--- src/hdl/mbrs_pkg.sv ---
package mbrs_pkg;

  localparam int RxBufferBytes    = 64;
  localparam int RegisterCount    = 64;
  localparam int MaxReadRegisters = 29;

  localparam int RxAw  = $clog2(RxBufferBytes);
  localparam int RegAw = $clog2(RegisterCount);

  localparam logic [15:0] CrcPoly = 16'hA001;
  localparam logic [15:0] CrcInit = 16'hFFFF;

  localparam logic [7:0] GapTicksReset     = 8'd5;
  localparam logic [7:0] SlaveAddressReset = 8'd1;

  localparam logic [7:0] FnReadHolding = 8'd3;
  localparam logic [7:0] FnWriteSingle = 8'd6;

  localparam logic [RxAw-1:0] RequestBytes = RxAw'(8);

  typedef enum logic [1:0] {
    CFG_SLAVE_ENABLE  = 2'd0,
    CFG_SLAVE_ADDRESS = 2'd1,
    CFG_GAP_TICKS     = 2'd2,
    CFG_UNUSED        = 2'd3
  } cfg_index_t;

  typedef enum logic [3:0] {
    ST_IDLE,
    ST_LOAD,
    ST_CHECK,
    ST_ECHO,
    ST_HDR,
    ST_RD_WAIT,
    ST_RD_HI,
    ST_RD_LO,
    ST_CRC_LO,
    ST_CRC_HI
  } state_t;

  typedef enum logic [2:0] {
    SEL_ECHO,
    SEL_QTY2,
    SEL_HI,
    SEL_LO,
    SEL_CRC_LO,
    SEL_CRC_HI
  } sel_t;

  typedef struct packed {
    logic take;
    logic clr_cnt;
    logic inc_cnt;
    logic shift_in;
    logic crc_rx_upd;
    logic crc_tx_init;
    logic hold_write;
    logic ptr_load;
    logic ptr_inc;
    logic send;
    logic send_last;
    sel_t sel;
  } cmd_t;

  typedef struct packed {
    logic       go;
    logic       do_read;
    logic       do_write;
    logic       out_free;
    logic       last_word;
    logic [3:0] cnt;
  } status_t;

  function automatic logic [15:0] crc_byte(input logic [15:0] crc_in, input logic [7:0] b);
    logic [15:0] c;
    c = crc_in ^ {8'h00, b};
    for (int i = 0; i < 8; i++) begin
      c = c[0] ? ((c >> 1) ^ CrcPoly) : (c >> 1);
    end
    return c;
  endfunction

endpackage

--- src/hdl/mbrs_ctrl.sv ---
module mbrs_ctrl (
  input  logic             clk,
  input  logic             rst,
  input  logic             in_valid,
  output logic             in_stall,
  input  mbrs_pkg::status_t status,
  output mbrs_pkg::cmd_t    cmd
);
  import mbrs_pkg::*;

  state_t state, state_next;

  always_ff @(posedge clk) begin
    if (rst) begin
      state <= ST_IDLE;
    end else begin
      state <= state_next;
    end
  end

  always_comb begin
    state_next = state;
    cmd = '0;
    cmd.sel = SEL_ECHO;
    in_stall = (state != ST_IDLE);
    case (state)
      ST_IDLE: begin
        cmd.take = in_valid;
        if (in_valid && status.go) begin
          cmd.clr_cnt = 1'b1;
          state_next = ST_LOAD;
        end
      end
      ST_LOAD: begin
        cmd.inc_cnt = 1'b1;
        cmd.shift_in = (status.cnt != 4'd0);
        cmd.crc_rx_upd = (status.cnt != 4'd0) && (status.cnt <= 4'd6);
        if (status.cnt == 4'd8) begin
          state_next = ST_CHECK;
        end
      end
      ST_CHECK: begin
        cmd.clr_cnt = 1'b1;
        if (status.do_write) begin
          cmd.hold_write = 1'b1;
          state_next = ST_ECHO;
        end else if (status.do_read) begin
          cmd.crc_tx_init = 1'b1;
          cmd.ptr_load = 1'b1;
          state_next = ST_HDR;
        end else begin
          state_next = ST_IDLE;
        end
      end
      ST_ECHO: begin
        cmd.sel = SEL_ECHO;
        if (status.out_free) begin
          cmd.send = 1'b1;
          cmd.inc_cnt = 1'b1;
          if (status.cnt == 4'd7) begin
            cmd.send_last = 1'b1;
            state_next = ST_IDLE;
          end
        end
      end
      ST_HDR: begin
        cmd.sel = (status.cnt == 4'd2) ? SEL_QTY2 : SEL_ECHO;
        if (status.out_free) begin
          cmd.send = 1'b1;
          cmd.inc_cnt = 1'b1;
          if (status.cnt == 4'd2) begin
            state_next = ST_RD_WAIT;
          end
        end
      end
      ST_RD_WAIT: begin
        state_next = ST_RD_HI;
      end
      ST_RD_HI: begin
        cmd.sel = SEL_HI;
        if (status.out_free) begin
          cmd.send = 1'b1;
          state_next = ST_RD_LO;
        end
      end
      ST_RD_LO: begin
        cmd.sel = SEL_LO;
        if (status.out_free) begin
          cmd.send = 1'b1;
          cmd.ptr_inc = 1'b1;
          state_next = status.last_word ? ST_CRC_LO : ST_RD_WAIT;
        end
      end
      ST_CRC_LO: begin
        cmd.sel = SEL_CRC_LO;
        if (status.out_free) begin
          cmd.send = 1'b1;
          state_next = ST_CRC_HI;
        end
      end
      ST_CRC_HI: begin
        cmd.sel = SEL_CRC_HI;
        if (status.out_free) begin
          cmd.send = 1'b1;
          cmd.send_last = 1'b1;
          state_next = ST_IDLE;
        end
      end
      default: begin
        state_next = ST_IDLE;
      end
    endcase
  end

  a_send_free: assert property (@(posedge clk) disable iff (rst)
    cmd.send |-> status.out_free) else $error("send into a full output register");
  a_write_echo: assert property (@(posedge clk) disable iff (rst)
    cmd.hold_write |=> state == ST_ECHO) else $error("register write not followed by echo");
  a_take_idle: assert property (@(posedge clk) disable iff (rst)
    (state != ST_IDLE) |-> !cmd.take) else $error("input taken while busy");
  a_load_check: assert property (@(posedge clk) disable iff (rst)
    (state == ST_LOAD && status.cnt == 4'd8) |=> state == ST_CHECK)
    else $error("load did not end in check");

endmodule

--- src/hdl/mbrs_dp.sv ---
module mbrs_dp (
  input  logic             clk,
  input  logic             rst,
  input  logic             cfg_write,
  input  logic [1:0]       cfg_index,
  input  logic [7:0]       cfg_data,
  input  logic             kind,
  input  logic [7:0]       rx_byte,
  output logic             out_valid,
  input  logic             out_stall,
  output logic [7:0]       tx_byte,
  output logic             last,
  input  mbrs_pkg::cmd_t    cmd,
  output mbrs_pkg::status_t status
);
  import mbrs_pkg::*;

  logic             slave_enable;
  logic [7:0]       slave_address;
  logic [7:0]       gap_ticks;
  logic [RxAw-1:0]  byte_count;
  logic [7:0]       idle_counter;
  logic             receiving;
  logic [7:0]       fbuf [RxBufferBytes];
  logic [7:0]       rd;
  logic [7:0]       f [8];
  logic [3:0]       cnt;
  logic [15:0]      crc_rx;
  logic [15:0]      crc_tx;
  logic [15:0]      hmem [RegisterCount];
  logic [RegisterCount-1:0] hvalid;
  logic [15:0]      hold_q;
  logic             hold_v;
  logic [RegAw-1:0] ptr;
  logic [4:0]       words_left;
  logic [15:0]      start;
  logic [15:0]      qty;
  logic [16:0]      span;
  logic [15:0]      word;
  logic [7:0]       send_byte;
  logic             complete;
  logic             crc_ok;

  assign start = {f[2], f[3]};
  assign qty   = {f[4], f[5]};
  assign span  = {1'b0, start} + {1'b0, qty};
  assign word  = hold_v ? hold_q : 16'h0000;
  assign crc_ok = (crc_rx == {f[7], f[6]}) && (f[0] == slave_address);

  assign complete = cmd.take && kind && receiving && (idle_counter >= gap_ticks);

  assign status.go        = complete && slave_enable && (byte_count == RequestBytes);
  assign status.do_write  = crc_ok && (f[1] == FnWriteSingle) && (start < 16'(RegisterCount));
  assign status.do_read   = crc_ok && (f[1] == FnReadHolding) && (qty != 16'd0)
                            && (qty <= 16'(MaxReadRegisters)) && (span <= 17'(RegisterCount));
  assign status.out_free  = !out_valid || !out_stall;
  assign status.last_word = (words_left == 5'd1);
  assign status.cnt       = cnt;

  always_comb begin
    case (cmd.sel)
      SEL_ECHO:   send_byte = f[cnt[2:0]];
      SEL_QTY2:   send_byte = {qty[6:0], 1'b0};
      SEL_HI:     send_byte = word[15:8];
      SEL_LO:     send_byte = word[7:0];
      SEL_CRC_LO: send_byte = crc_tx[7:0];
      SEL_CRC_HI: send_byte = crc_tx[15:8];
      default:    send_byte = 8'h00;
    endcase
  end

  always_ff @(posedge clk) begin
    if (rst) begin
      slave_enable  <= 1'b1;
      slave_address <= SlaveAddressReset;
      gap_ticks     <= GapTicksReset;
    end else if (cfg_write) begin
      case (cfg_index_t'(cfg_index))
        CFG_SLAVE_ENABLE:  slave_enable  <= cfg_data[0];
        CFG_SLAVE_ADDRESS: slave_address <= cfg_data;
        CFG_GAP_TICKS:     gap_ticks     <= cfg_data;
        default:           ;
      endcase
    end
  end

  always_ff @(posedge clk) begin
    if (rst) begin
      byte_count   <= '0;
      idle_counter <= '0;
      receiving    <= 1'b0;
    end else if (cmd.take) begin
      if (!kind) begin
        byte_count   <= byte_count + RxAw'(1);
        idle_counter <= '0;
        receiving    <= 1'b1;
      end else if (complete) begin
        byte_count   <= '0;
        idle_counter <= '0;
        receiving    <= 1'b0;
      end else if (receiving) begin
        idle_counter <= idle_counter + 8'd1;
      end
    end
  end

  always_ff @(posedge clk) begin
    if (cmd.take && !kind) begin
      fbuf[byte_count] <= rx_byte;
    end
    rd <= fbuf[RxAw'(cnt[2:0])];
  end

  always_ff @(posedge clk) begin
    if (cmd.shift_in) begin
      for (int i = 0; i < 7; i++) begin
        f[i] <= f[i+1];
      end
      f[7] <= rd;
    end
  end

  always_ff @(posedge clk) begin
    if (rst) begin
      cnt <= '0;
    end else if (cmd.clr_cnt) begin
      cnt <= '0;
    end else if (cmd.inc_cnt) begin
      cnt <= cnt + 4'd1;
    end
  end

  always_ff @(posedge clk) begin
    if (status.go) begin
      crc_rx <= CrcInit;
    end else if (cmd.crc_rx_upd) begin
      crc_rx <= crc_byte(crc_rx, rd);
    end
    if (cmd.crc_tx_init) begin
      crc_tx <= CrcInit;
    end else if (cmd.send && cmd.sel != SEL_CRC_LO && cmd.sel != SEL_CRC_HI) begin
      crc_tx <= crc_byte(crc_tx, send_byte);
    end
  end

  always_ff @(posedge clk) begin
    if (cmd.hold_write) begin
      hmem[start[RegAw-1:0]] <= qty;
    end
    hold_q <= hmem[ptr];
    hold_v <= hvalid[ptr];
  end

  always_ff @(posedge clk) begin
    if (rst) begin
      hvalid <= '0;
    end else if (cmd.hold_write) begin
      hvalid[start[RegAw-1:0]] <= 1'b1;
    end
  end

  always_ff @(posedge clk) begin
    if (cmd.ptr_load) begin
      ptr        <= start[RegAw-1:0];
      words_left <= qty[4:0];
    end else if (cmd.ptr_inc) begin
      ptr        <= ptr + RegAw'(1);
      words_left <= words_left - 5'd1;
    end
  end

  always_ff @(posedge clk) begin
    if (rst) begin
      out_valid <= 1'b0;
    end else if (cmd.send) begin
      out_valid <= 1'b1;
    end else if (!out_stall) begin
      out_valid <= 1'b0;
    end
  end

  always_ff @(posedge clk) begin
    if (cmd.send) begin
      tx_byte <= send_byte;
      last    <= cmd.send_last;
    end
  end

endmodule

--- src/hdl/modbus_rtu_slave_frame_engine.sv ---
// a received byte or a non-completing tick is taken in idle; in_stall stays low in idle
// a completing tick (8 bytes, enabled) loads the request, checks it, replies if valid
// write reply: 8 bytes at one per cycle while not stalled; read reply: 3 header
// bytes, per word a holding register read-port wait then high/low bytes, 2 crc bytes
// synchronous active-high reset: config to defaults, receive state cleared,
// holding registers read as zero until written
module modbus_rtu_slave_frame_engine (
  input  logic       clk,
  input  logic       rst,
  input  logic       cfg_write,
  input  logic [1:0] cfg_index,
  input  logic [7:0] cfg_data,
  input  logic       in_valid,
  output logic       in_stall,
  input  logic       kind,
  input  logic [7:0] rx_byte,
  output logic       out_valid,
  input  logic       out_stall,
  output logic [7:0] tx_byte,
  output logic       last
);
  import mbrs_pkg::*;

  cmd_t    cmd;
  status_t status;

  mbrs_ctrl u_ctrl (
    .clk      (clk),
    .rst      (rst),
    .in_valid (in_valid),
    .in_stall (in_stall),
    .status   (status),
    .cmd      (cmd)
  );

  mbrs_dp u_dp (
    .clk       (clk),
    .rst       (rst),
    .cfg_write (cfg_write),
    .cfg_index (cfg_index),
    .cfg_data  (cfg_data),
    .kind      (kind),
    .rx_byte   (rx_byte),
    .out_valid (out_valid),
    .out_stall (out_stall),
    .tx_byte   (tx_byte),
    .last      (last),
    .cmd       (cmd),
    .status    (status)
  );

endmodule
--- config.mk ---
export PLATFORM = sky130hd
export DESIGN_NAME = modbus_rtu_slave_frame_engine
export DESIGN_NICKNAME = d
export VERILOG_FILES = /design/src/hdl/mbrs_pkg.sv /design/src/hdl/mbrs_ctrl.sv /design/src/hdl/mbrs_dp.sv /design/src/hdl/modbus_rtu_slave_frame_engine.sv
export SDC_FILE = /design/constraint.sdc
export NUM_CORES = 2
export LEC_CHECK = 0
export BUFFER_PORTS_ARGS = -buffer_cell sky130_fd_sc_hd__buf_2
export CAP_MARGIN = 20
export CELL_PAD_IN_SITES_DETAIL_PLACEMENT = 1
export CELL_PAD_IN_SITES_GLOBAL_PLACEMENT = 2
export CORE_UTILIZATION = 54
export CTS_BUF_LIST = sky130_fd_sc_hd__clkbuf_16
export CTS_CLUSTER_SIZE = 12
export DETAILED_ROUTE_END_ITERATION = 7
export PLACE_DENSITY = 0.95
export SLEW_MARGIN = 20
export SYNTH_ARGS = -nofsm -noshare
export SYNTH_HDL_FRONTEND = slang
export SYNTH_HIERARCHICAL = 1
export SYNTH_SLANG_ARGS = --single-unit
--- constraint.sdc ---
create_clock -name clk -period 6.9 [get_ports clk]
set_input_delay 1.38 -clock clk [delete_from_list [all_inputs] [get_ports clk]]
set_output_delay 1.38 -clock clk [all_outputs]
set_load 0.02 [all_outputs]
==> metrics <==
outcome=complete, but fails checks; failing checks=DRC; Final Hold Vio Count=0; uppermost layer routed=met5; H-tree levels=4; Final min period=5.37 ns; routed length per instance=35.4 µm; initial antenna violation count=7; Max transition margin=0.241; Hold Crit Class=register to register; site row count=114; maximum achievable frequency=186 MHz; M1 WL=54,300 µm; R2R cell count=13; data required time at the worst endpoint=7.33 ns; Filler Cells Inserted=8,161; Worst Tran Pin Value=1.14 ns; total track usage=0.310; die footprint=0.0996 mm²; Post-CTS Setup Inserts=0; hold_ws=0.466 ns; max_cap viols=0; Post-synth top flop=edfxtp_1; yosys warns=6; routed wl met2=74,200 µm; die extent in x=316 µm; synthesized instance count=2,746; cell mode on critical path=a211oi_1; vias=28,800; die height=316 µm; CP Class=register to register; antenna cells=0; ranking of synthesized cells by area=edfxtp_1, mux4_2, dfxtp_1; pin count of the biggest net entering global routing=127; cell family contributing the most delay on the critical path=compound AO/OA/AOI/OAI gates; Mapped Area=0.0531 mm²; fin util=0.613; Seq cells post-synth=1,337; Post-synth EDFFs=1,172; WP depth=13; Placer Congestion=0.834; worst-path maximum fanout=71; Top Ports=35; final setup fails=0; wire length on met3=15,400 µm; CP startpoint kind=register; RSZ-0062 raised after global routing=false; CTS Buffer Depth=3; vias per inst=6.76; clock skew=0.0359 ns; first-pass GRT wire length=217,000 µm; commonest non-fill, non-tap cells in the layout=edfxtp_1, mux4_2, nor2_1; sequential area share after synthesis=0.725; post-DP HPWL=79,400 µm; Setup crit end kind=register; DRC viols=2; Tcrit/Tclk final=0.778; layout net count=2,941; CTS-repair resized insts=0; Yosys cell types=71; TNS Setup=0 ns; Post-CTS Hold Buffers=0; WP buf/inv=1; commonest non-fill, non-tap cell in the layout=edfxtp_1; Worst VDD drop=209 µV; share of the synthesized area in the top cell type=0.663; Arr. time, crit path=5.80 ns; WHS Path Cells=2; Syn Nets=2,802; Starting Density=0.548; Async SR Flop Fraction=0; total global routing overflow=0; Reg clk slew, reported paths=0.06 ns; CTS Buf Count=139; vias in the first global route=30,200; Critical Path Max Stage Delay=0.73 ns; Clock Latency Late Sink=0.76 ns; proportion of layout cells with a drive suffix above 1=0.245; Slowest-stage cell, CP=and4b_1; Power Dens Cells=288 mW/mm²; clock sink total=1,337; area grow syn2layout=11.9%; core area=0.0970 mm²; ordered cell list for the critical path=buf_4 -> ha_1 -> xor2_1 -> a211o_1 -> a21o_1 -> a2111oi_0 -> a211oi_1 -> a31oi_1 -> o32a_1 -> o2111ai_1 -> a211oi_1 -> and4b_1 -> or2_2; CTS tree=done; Root Buffer=clkbuf_16; DRT iter0 DRCs=4,095; syn_area_per_cell=19.3 µm²; Post-DRT Antenna Nets=0; leakage power=19.3 nW; post-synth top area cell=edfxtp_1; Final Max Tran Viols=0; WL final=151,000 µm; drt first pass iters=7; port bufs=34
==> cell type report <==
type	count	area (µm²)	area share
Tap cell	1276	1600	0.0269
Timing Repair Buffer	140	1020	0.0171
Multi-Input combinational cell	1240	14000	0.236
Inverter	27	101	0.00171
Clock inverter	103	571	0.00960
Clock buffer	144	3600	0.0606
Sequential cell	1337	38500	0.648
==> flip-flops by register name, summed over array words and instances (netlist names), 5 cells and up, named ones only <==
| signal | count |
|---|---|
| u_dp/words_left | 5 |
| u_dp/idle_counter | 8 |
| u_dp/gap_ticks | 8 |
| u_dp/rd | 8 |
| u_dp/ptr | 6 |
| u_dp/fbuf | 64 |
| u_dp/hmem | 1024 |
| u_dp/hold_q | 16 |
| u_dp/crc_tx | 16 |
| u_dp/slave_address | 8 |
| u_dp/hvalid | 64 |
| u_dp/f | 64 |
| u_dp/crc_rx | 16 |
| u_dp/tx_byte | 8 |
| u_dp/byte_count | 6 |
==> metal layers <==
layer,up-vias,track usage
li1,11400,-
met1,15100,0.404
met2,1981,0.504
met3,427,0.0691
met4,10,0.136
met5,-,0
==> worst register-to-register path: cells and delay by family (launching register included) <==
family	cells	cell delay, ns
AND/OR/NAND/NOR	2	1.16
adder cells (fa/ha/maj)	1	0.48
AO/OA/AOI/OAI	8	2.25
flip-flops	1	0.33
XOR/XNOR	1	0.20
buffers and inverters	1	0.63
==> cell families after synthesis <==
kind of cell,count (synthesis),synth area share
muxes,453,0.175
xor gates and xnor gates,83,0.0146
DFF,1337,0.725
and+or+nand+nor,494,0.0423
AOI/OAI and AO/OA,178,0.0230
buffers and inverters,169,0.0123
adders and majority gates,32,0.00768
==> report_power, final <==
group | leakage, nW | switching (mW) | internal [mW]
Clock | 2.27 | 3.21 | 3.82
Sequential | 11.9 | 0.152 | 8.84
Combinational | 5.18 | 0.586 | 0.493
Total | 19.3 | 3.95 | 13.2
==> worst paths after layout <==
| check | from | end | slack, ns |
|---|---|---|---|
| worst max register to register | u_dp/f[5][4]$_DFFE_PP_ | u_dp/words_left[1]$_DFFE_PP_ | 1.53 |
| worst min register to register | u_dp/hvalid[31]$_SDFFE_PP0P_ | u_dp/hvalid[31]$_SDFFE_PP0P_ | 0.47 |
| worst max-delay path | u_dp/f[5][4]$_DFFE_PP_ | u_dp/words_left[1]$_DFFE_PP_ | 1.53 |
| worst min-delay path | u_dp/hvalid[31]$_SDFFE_PP0P_ | u_dp/hvalid[31]$_SDFFE_PP0P_ | 0.47 |
==> cell usage after synthesis, types with 31 or more instances <==
| cell | n |
|---|---|
| edfxtp_1 | 1172 |
| nand2_1 | 77 |
| xor2_1 | 39 |
| o21ai_0 | 34 |
| nor2_1 | 264 |
| a21oi_1 | 38 |
| dfxtp_1 | 165 |
| clkbuf_1 | 103 |
| mux2i_1 | 57 |
| mux4_2 | 379 |
| ha_1 | 31 |
| xnor2_1 | 40 |
| buf_1 | 31 |
==> metrics by stage <==
stage / instances / area [µm²] / total power [mW] / setup slack (ns)
floorplan: 2746 / 53100 / 9.93 / 2.37
global placement: 4019 / 55200 / 10.1 / 1.82
detailed placement: 4019 / 55200 / 10.2 / 1.96
CTS: 4266 / 59400 / 17.2 / 1.72
global route: 4267 / 59400 / 17.5 / 1.34
finish: 4267 / 59400 / 17.1 / 1.53
(Power assumes the default switching activity.)
